`config.mk`:
```
export PLATFORM = sky130hd
export DESIGN_NAME = gsch_ctrl
export DESIGN_NICKNAME = d
export VERILOG_FILES = /design/src/design/graham_scan_convex_hull_defines.svh /design/src/design/gsch_pkg.sv /design/src/design/gsch_ctrl.sv
export SDC_FILE = /design/constraint.sdc
export NUM_CORES = 1
export LEC_CHECK = 0
export BUFFER_PORTS_ARGS = -buffer_cell sky130_fd_sc_hd__buf_2
export CORE_MARGIN = 1.5
export CORE_UTILIZATION = 52
export DETAILED_ROUTE_END_ITERATION = 8
export PLACE_DENSITY = 0.77
export SETUP_SLACK_MARGIN = 0.02
export SLEW_MARGIN = 10
export SYNTH_ARGS = -nofsm -noshare
export SYNTH_HDL_FRONTEND = slang
export SYNTH_SLANG_ARGS = --single-unit
```
`constraint.sdc`:
```
create_clock -name i_clk -period 3.5 [get_ports i_clk]
set_input_delay 0.7 -clock i_clk [delete_from_list [all_inputs] [get_ports i_clk]]
set_output_delay 0.7 -clock i_clk [all_outputs]
set_load 0.02 [all_outputs]
```
`src/design/graham_scan_convex_hull_defines.svh`:
```
// ----------------------------------------------------------------------------
// Convex hull assertion macros
// Wrappers for concurrent checks with |-> and |=> implication, compiled out for synthesis.
// ----------------------------------------------------------------------------
`ifndef GRAHAM_SCAN_CONVEX_HULL_DEFINES_SVH
`define GRAHAM_SCAN_CONVEX_HULL_DEFINES_SVH

`ifndef SYNTHESIS
`define GSCH_ASSERT_IMP(lbl, clk, rstn, ante, cons) \
    lbl: assert property (@(posedge clk) disable iff (!(rstn)) (ante) |-> (cons)) \
        else $error("gsch check failed");
`define GSCH_ASSERT_NXT(lbl, clk, rstn, ante, cons) \
    lbl: assert property (@(posedge clk) disable iff (!(rstn)) (ante) |=> (cons)) \
        else $error("gsch check failed");
`else
`define GSCH_ASSERT_IMP(lbl, clk, rstn, ante, cons)
`define GSCH_ASSERT_NXT(lbl, clk, rstn, ante, cons)
`endif

`endif

```
`src/design/gsch_pkg.sv`:
```
// ----------------------------------------------------------------------------
// Convex hull package
// Shared defaults, state encoding and controller/datapath interface types.
// ----------------------------------------------------------------------------
package gsch_pkg;

    localparam int MAX_POINTS_DEF  = 64;
    localparam int COORD_WIDTH_DEF = 16;

    typedef enum logic [4:0] {
        ST_LOAD,
        ST_SW0,
        ST_SW1,
        ST_SO_LT,
        ST_SO_GT,
        ST_SO_RD,
        ST_SO_MUL,
        ST_SO_DEC,
        ST_SO_PUT,
        ST_TH_RD,
        ST_TH_MUL,
        ST_TH_DEC,
        ST_SI_RD,
        ST_SI_WR,
        ST_SC_RD,
        ST_SC_MUL,
        ST_SC_DEC,
        ST_OUT_RD,
        ST_OUT_LD,
        ST_OUT_WAIT,
        ST_DEG
    } t_state;

    typedef enum logic [2:0] {
        WS_IN,
        WS_FIRST,
        WS_PIVOT,
        WS_T,
        WS_RDA
    } t_wsel;

    typedef enum logic [1:0] {
        GS_SORT,
        GS_THIN,
        GS_SCAN
    } t_gsel;

    typedef struct packed {
        logic  mem_we;
        t_wsel wsel;
        logic  pt_load;
        logic  pt_first;
        logic  t_load;
        logic  stk_we;
        t_gsel gsel;
        logic  out_load;
        logic  out_zero;
        logic  out_last;
    } t_cmd;

    typedef struct packed {
        logic col;
        logic ccw;
        logic ahead;
    } t_status;

endpackage

```
`src/design/gsch_ctrl.sv`:
```
// ----------------------------------------------------------------------------
// Convex hull controller
// Sequences load, pivot swap, insertion sort, thinning, stack scan, output.
// ----------------------------------------------------------------------------
module gsch_ctrl
    import gsch_pkg::*;
#(
    parameter int MAX_POINTS = MAX_POINTS_DEF,
    localparam int AW  = (MAX_POINTS > 1) ? $clog2(MAX_POINTS) : 1,
    localparam int CNW = $clog2(MAX_POINTS + 1)
) (
    input  logic          i_clk,
    input  logic          i_rst_n,
    input  logic          i_valid,
    input  logic          i_last_point,
    output logic          o_stall,
    output logic          o_valid,
    input  logic          i_stall,
    input  logic [AW-1:0] i_best_idx,
    input  t_status       i_status,
    output t_cmd          o_cmd,
    output logic [AW-1:0] o_addr_w,
    output logic [AW-1:0] o_addr_a,
    output logic [AW-1:0] o_addr_b,
    output logic [AW-1:0] o_stk_addr_w,
    output logic [AW-1:0] o_stk_addr_0,
    output logic [AW-1:0] o_stk_addr_1
);

    t_state         r_state, n_state;
    logic [CNW-1:0] r_n, n_n, r_i, n_i, r_j, n_j, r_m, n_m, r_sp, n_sp;
    logic           r_valid, n_valid;
    logic [CNW-1:0] i_inc, j_dec, m_inc, sp_dec, sp_dec2;

    assign i_inc   = r_i + CNW'(1);
    assign j_dec   = r_j - CNW'(1);
    assign m_inc   = r_m + CNW'(1);
    assign sp_dec  = r_sp - CNW'(1);
    assign sp_dec2 = r_sp - CNW'(2);

    always_ff @(posedge i_clk) begin
        if (!i_rst_n) begin
            r_state <= ST_LOAD;
            r_n     <= '0;
            r_i     <= '0;
            r_j     <= '0;
            r_m     <= '0;
            r_sp    <= '0;
            r_valid <= 1'b0;
        end else begin
            r_state <= n_state;
            r_n     <= n_n;
            r_i     <= n_i;
            r_j     <= n_j;
            r_m     <= n_m;
            r_sp    <= n_sp;
            r_valid <= n_valid;
        end
    end

    always_comb begin
        n_state      = r_state;
        n_n          = r_n;
        n_i          = r_i;
        n_j          = r_j;
        n_m          = r_m;
        n_sp         = r_sp;
        n_valid      = r_valid;
        o_cmd        = '0;
        o_addr_w     = r_n[AW-1:0];
        o_addr_a     = r_i[AW-1:0];
        o_addr_b     = i_inc[AW-1:0];
        o_stk_addr_w = r_sp[AW-1:0];
        o_stk_addr_0 = sp_dec2[AW-1:0];
        o_stk_addr_1 = sp_dec[AW-1:0];
        o_stall      = (r_state != ST_LOAD);

        unique case (r_state)
            ST_LOAD: begin
                if (i_valid) begin
                    if (r_n < CNW'(MAX_POINTS)) begin
                        o_cmd.mem_we   = 1'b1;
                        o_cmd.wsel     = WS_IN;
                        o_cmd.pt_load  = 1'b1;
                        o_cmd.pt_first = (r_n == '0);
                        n_n            = r_n + CNW'(1);
                    end
                    if (i_last_point) begin
                        n_state = ST_SW0;
                    end
                end
            end
            ST_SW0: begin
                o_cmd.mem_we = 1'b1;
                o_cmd.wsel   = WS_FIRST;
                o_addr_w     = i_best_idx;
                n_state      = ST_SW1;
            end
            ST_SW1: begin
                o_cmd.mem_we = 1'b1;
                o_cmd.wsel   = WS_PIVOT;
                o_addr_w     = '0;
                n_i          = CNW'(2);
                n_m          = CNW'(1);
                if (r_n > CNW'(2)) begin
                    n_state = ST_SO_LT;
                end else if (r_n == CNW'(2)) begin
                    n_i     = CNW'(1);
                    n_state = ST_TH_RD;
                end else begin
                    n_state = ST_DEG;
                end
            end
            ST_SO_LT: begin
                n_state = ST_SO_GT;
            end
            ST_SO_GT: begin
                o_cmd.t_load = 1'b1;
                n_j          = r_i;
                n_state      = ST_SO_RD;
            end
            ST_SO_RD: begin
                o_addr_a = j_dec[AW-1:0];
                n_state  = ST_SO_MUL;
            end
            ST_SO_MUL: begin
                o_addr_a   = j_dec[AW-1:0];
                o_cmd.gsel = GS_SORT;
                n_state    = ST_SO_DEC;
            end
            ST_SO_DEC: begin
                o_addr_a   = j_dec[AW-1:0];
                o_cmd.gsel = GS_SORT;
                if (i_status.ahead) begin
                    o_cmd.mem_we = 1'b1;
                    o_cmd.wsel   = WS_RDA;
                    o_addr_w     = r_j[AW-1:0];
                    n_j          = j_dec;
                    n_state      = (j_dec > CNW'(1)) ? ST_SO_RD : ST_SO_PUT;
                end else begin
                    n_state = ST_SO_PUT;
                end
            end
            ST_SO_PUT: begin
                o_cmd.mem_we = 1'b1;
                o_cmd.wsel   = WS_T;
                o_addr_w     = r_j[AW-1:0];
                if (i_inc < r_n) begin
                    n_i     = i_inc;
                    n_state = ST_SO_LT;
                end else begin
                    n_i     = CNW'(1);
                    n_m     = CNW'(1);
                    n_state = ST_TH_RD;
                end
            end
            ST_TH_RD: begin
                o_cmd.gsel = GS_THIN;
                n_state    = ST_TH_MUL;
            end
            ST_TH_MUL: begin
                o_cmd.gsel = GS_THIN;
                n_state    = ST_TH_DEC;
            end
            ST_TH_DEC: begin
                o_cmd.gsel = GS_THIN;
                n_i        = i_inc;
                if ((i_inc < r_n) && i_status.col) begin
                    n_state = ST_TH_RD;
                end else begin
                    o_cmd.mem_we = 1'b1;
                    o_cmd.wsel   = WS_RDA;
                    o_addr_w     = r_m[AW-1:0];
                    n_m          = m_inc;
                    if (i_inc < r_n) begin
                        n_state = ST_TH_RD;
                    end else if (m_inc < CNW'(3)) begin
                        n_state = ST_DEG;
                    end else begin
                        n_i     = '0;
                        n_sp    = '0;
                        n_state = ST_SI_RD;
                    end
                end
            end
            ST_SI_RD: begin
                n_state = ST_SI_WR;
            end
            ST_SI_WR: begin
                o_cmd.stk_we = 1'b1;
                n_sp         = r_sp + CNW'(1);
                n_i          = i_inc;
                if (r_i < CNW'(2)) begin
                    n_state = ST_SI_RD;
                end else if (r_m > CNW'(3)) begin
                    n_state = ST_SC_RD;
                end else begin
                    n_state = ST_OUT_RD;
                end
            end
            ST_SC_RD: begin
                o_cmd.gsel = GS_SCAN;
                n_state    = ST_SC_MUL;
            end
            ST_SC_MUL: begin
                o_cmd.gsel = GS_SCAN;
                n_state    = ST_SC_DEC;
            end
            ST_SC_DEC: begin
                o_cmd.gsel = GS_SCAN;
                if ((r_sp > CNW'(1)) && !i_status.ccw) begin
                    n_sp    = sp_dec;
                    n_state = ST_SC_RD;
                end else begin
                    o_cmd.stk_we = 1'b1;
                    n_sp         = r_sp + CNW'(1);
                    n_i          = i_inc;
                    n_state      = (i_inc < r_m) ? ST_SC_RD : ST_OUT_RD;
                end
            end
            ST_OUT_RD: begin
                o_stk_addr_0 = sp_dec[AW-1:0];
                n_state      = ST_OUT_LD;
            end
            ST_OUT_LD: begin
                o_stk_addr_0   = sp_dec[AW-1:0];
                o_cmd.out_load = 1'b1;
                o_cmd.out_last = (r_sp == CNW'(1));
                n_sp           = sp_dec;
                n_valid        = 1'b1;
                n_state        = ST_OUT_WAIT;
            end
            ST_OUT_WAIT: begin
                if (!i_stall) begin
                    n_valid = 1'b0;
                    if (r_sp == '0) begin
                        n_n     = '0;
                        n_state = ST_LOAD;
                    end else begin
                        n_state = ST_OUT_RD;
                    end
                end
            end
            ST_DEG: begin
                o_cmd.out_load = 1'b1;
                o_cmd.out_zero = 1'b1;
                n_sp           = '0;
                n_valid        = 1'b1;
                n_state        = ST_OUT_WAIT;
            end
            default: begin
                n_state = ST_LOAD;
            end
        endcase
    end

    assign o_valid = r_valid;

endmodule
```
==> impl_metrics.csv <==
group,metric,value,unit
clock_tree,clock_path_buffers,2,
die,die_y,89.8,um
clock_tree,clock-sinks,41,
routing,detail-route-antenna-nets,0,
final_layout,n_antenna_cell,0,
yosys,yosys.area.top_type_share,20.9,%
setup_path,required,2.80,ns
clock_tree,htree_levels,2,
yosys,synth_simple_gate_area_share,29.3,%
yosys,synth_warnings,0,
timing,setup_viol,7,
timing,hold_viol,0,
yosys,yosysTopAreaCell,"dfxtp_1",
setup_path,cp_cell_sequence,"ha_4 > nand3_4 > buf_6 > xnor2_4 > ha_4 > a41o_1 > a21oi_2 > o21a_2 > a21oi_4 > a222oi_1 > nand2_1 > buf_6",
pwr,finalPower,2.64,mW
die,rows,31,
min_path,hold_class,"reg -> reg",
clock_tree,insertion_delay,0.31,ns
yosys,synth_most_common_cell,"nand2_1",
timing,finalCritPeriodShare,103,%
final_layout,drive_gt1_share,24.9,%
pwr,p_leak,1.96,nW
die,dieArea,0.00807,mm2
yosys,synth_compound_area_share,26.5,%
yosys,synth_nets,576,
placement,detailed_place_hpwl,9340,um
die,core-area,0.00725,mm2
yosys,synthAdderAreaFrac,7.98,%
setup_path,cpLargestDelayFamily,"compound AO/OA/AOI/OAI gates",
yosys,synth_edf_count,0,
timing,period_minus_slack,3.61,ns
grt,grt_pass1_wl,20600,um
grt,grt_overflow_total,0,
yosys,ys_seq_elements,41,
final_layout,fin_util,64.9,%
grt,grt_max_degree,25,
routing,drtIter0Drc,351,
yosys,synth_top_family_by_area,"simple AND/OR/NAND/NOR gates",
grt,grt_pass1_vias,4065,
yosys,ys_types,79,
die,die_w,89.8,um
setup_path,cp.arrival,2.91,ns
pwr,irDropWorstVdd,0.000328,V
yosys,synthArstFlopShare,0,%
run_status,outcome,"finished, violations left",
placement,io_buffers,64,
yosys,syn_area,0.00392,mm2
routing,vias,4458,
timing,fmax,0.277,GHz
grt,grt_usage,31.0,%
setup_path,worst-path-buf-inv,2,
yosys,synth_area_leaders,"dfxtp_1, ha_1, nand2_1",
setup_path,critical_path.max_fanout,7,
timing,finClkSkew,0.00387,ns
final_layout,area_delta_synth_final,20.1,%
timing,rsz0062_at_grt,"true",
placement,place.gp.congestion,0.985,
routing,wl_per_cell,18.0,um
run_status,failed_checks,"negative setup slack",
placement,placed_cell_area,0.00438,mm2
routing,dr.pass1.iters,5,
routing,via_per_inst,6.32,
clock_tree,clk_pin_slew,0.09,ns
yosys,syn_avg_cell_area,7.30,um2
timing,fin_ws,-0.110,ns
clock_tree,cts_made_buffers,5,
setup_path,cpPeakStageDelay,0.38,ns
die,ios,65,
yosys,postSynthCellCount,537,
yosys,synthMuxAreaShare,1.09,%
yosys,synth-main-ff-cell,"dfxtp_1",
final_layout,fin_area,0.00471,mm2
timing,worst_slew_pin_slew,0.958,ns
routing,wirelength,12700,um
yosys,synth-xor-area-share,6.26,%
final_layout,fin_nets,644,
routing,drc,0,
die,start_util,54.0,%
clock_tree,cts-root-buf,"clkbuf_8",
setup_path,startpoint_type,"flip-flop",
setup_path,critPathKind,"reg -> out",
pwr,cellPowerDensity,562,mW/mm2
clock_tree,cts_tree,"built",
timing,drv_slew,0,
timing,relSlewSlack,36.0,%
setup_path,slowest_stage,"dfxtp_4",
yosys,yosys-top-cells-count,"nand2_1, nor2_1, a21oi_1",
setup_path,cp-end-kind,"output port",
job,drv_cap,0,
yosys,seq_area_frac_synth,20.9,%
grt,antenna_found_initial,0,
==> cells in the final DEF, fill, tap and decap left out, types with 21 or more instances in the layout <==
master   netlist  final
xnor2_1       22     21
dfxtp_1       41     36
nand2_1       63     62
a21oi_1       42     40
ha_1          25     22
buf_4         12     31
inv_1         27     27
nor2_1        59     57
o21ai_0       23     23
buf_2         12     58
==> what timing repair did <==
| item | 4_1_cts | 5_1_grt |
|---|---|---|
| gates resized for setup | 27 | 7 |
| setup endpoints to repair | 7 | 8 |
| hold buffers | 0 | 0 |
| buffers inserted | 12 | 4 |
| pin swaps | 21 | 13 |
==> through the flow <==
stage	std cells	hold slack [ns]	setup TNS [ns]	setup WS, ns
floorplan	537	0.487	0	0.0566
global placement	682	0.462	0	0.176
detailed placement	682	0.465	0	0.00923
CTS	702	0.477	-0.0327	-0.0262
global route	705	0.515	-1.37	-0.225
finish	705	0.473	-0.439	-0.110
==> where the power goes <==
group	switching, mW	internal, mW	total, mW
clock network	0.188	0.139	0.327
registers	0.126	0.519	0.645
logic	1.01	0.658	1.67
==> kinds of logic after synthesis <==
family,count (synthesis)
simple gates,224
xor+xnor,28
flops,41
compound gates,150
buf+inv,65
fa+ha+maj,25
mux,4
==> worst reg2reg max path, cell delays in order, from the launching register on <==
cell     delay, ns
dfxtp_4       0.37
ha_4          0.18
nand3_4       0.09
nor2_4        0.04
xor2_2        0.19
buf_4         0.16
buf_4         0.13
ha_1          0.33
nand4_1       0.11
o21ai_0       0.46
a21oi_1       0.20
a21o_1        0.22
o41a_1        0.42
==> flip-flops by register name, indices dropped and copies added, names as in the netlist <==
register  cells
r_sp          7
r_state       5
r_m           7
o_valid       1
r_n           7
r_j           7
r_i           7
==> layer usage <==
layer	vias to the layer above	track usage (%)	share of wire, %
met4	0	11.6	3.4
met3	39	4.57	9.2
met5	-	0	0
li1	2098	-	-
met2	247	49.4	45
met1	2074	42.2	42
==> layout make-up <==
cell class	count	area, um2
flip-flops and latches	41	840
inverters	28	105
fillers	662	2550
repair buffers	98	624
clock buffers	6	72.6
clock inverters	2	10.0
multi-input cells	431	2930
well taps	99	124
==> worst paths after layout <==
path,from,endpoint,slack [ns],cells after the start
min,o_valid,o_valid,0.47,2
max,r_i[1],o_addr_w[2],-0.11,12
max reg2reg,r_i[1],r_state[2],0.50,12
min reg2reg,o_valid,o_valid,0.47,2
(Power assumes the default switching activity.)
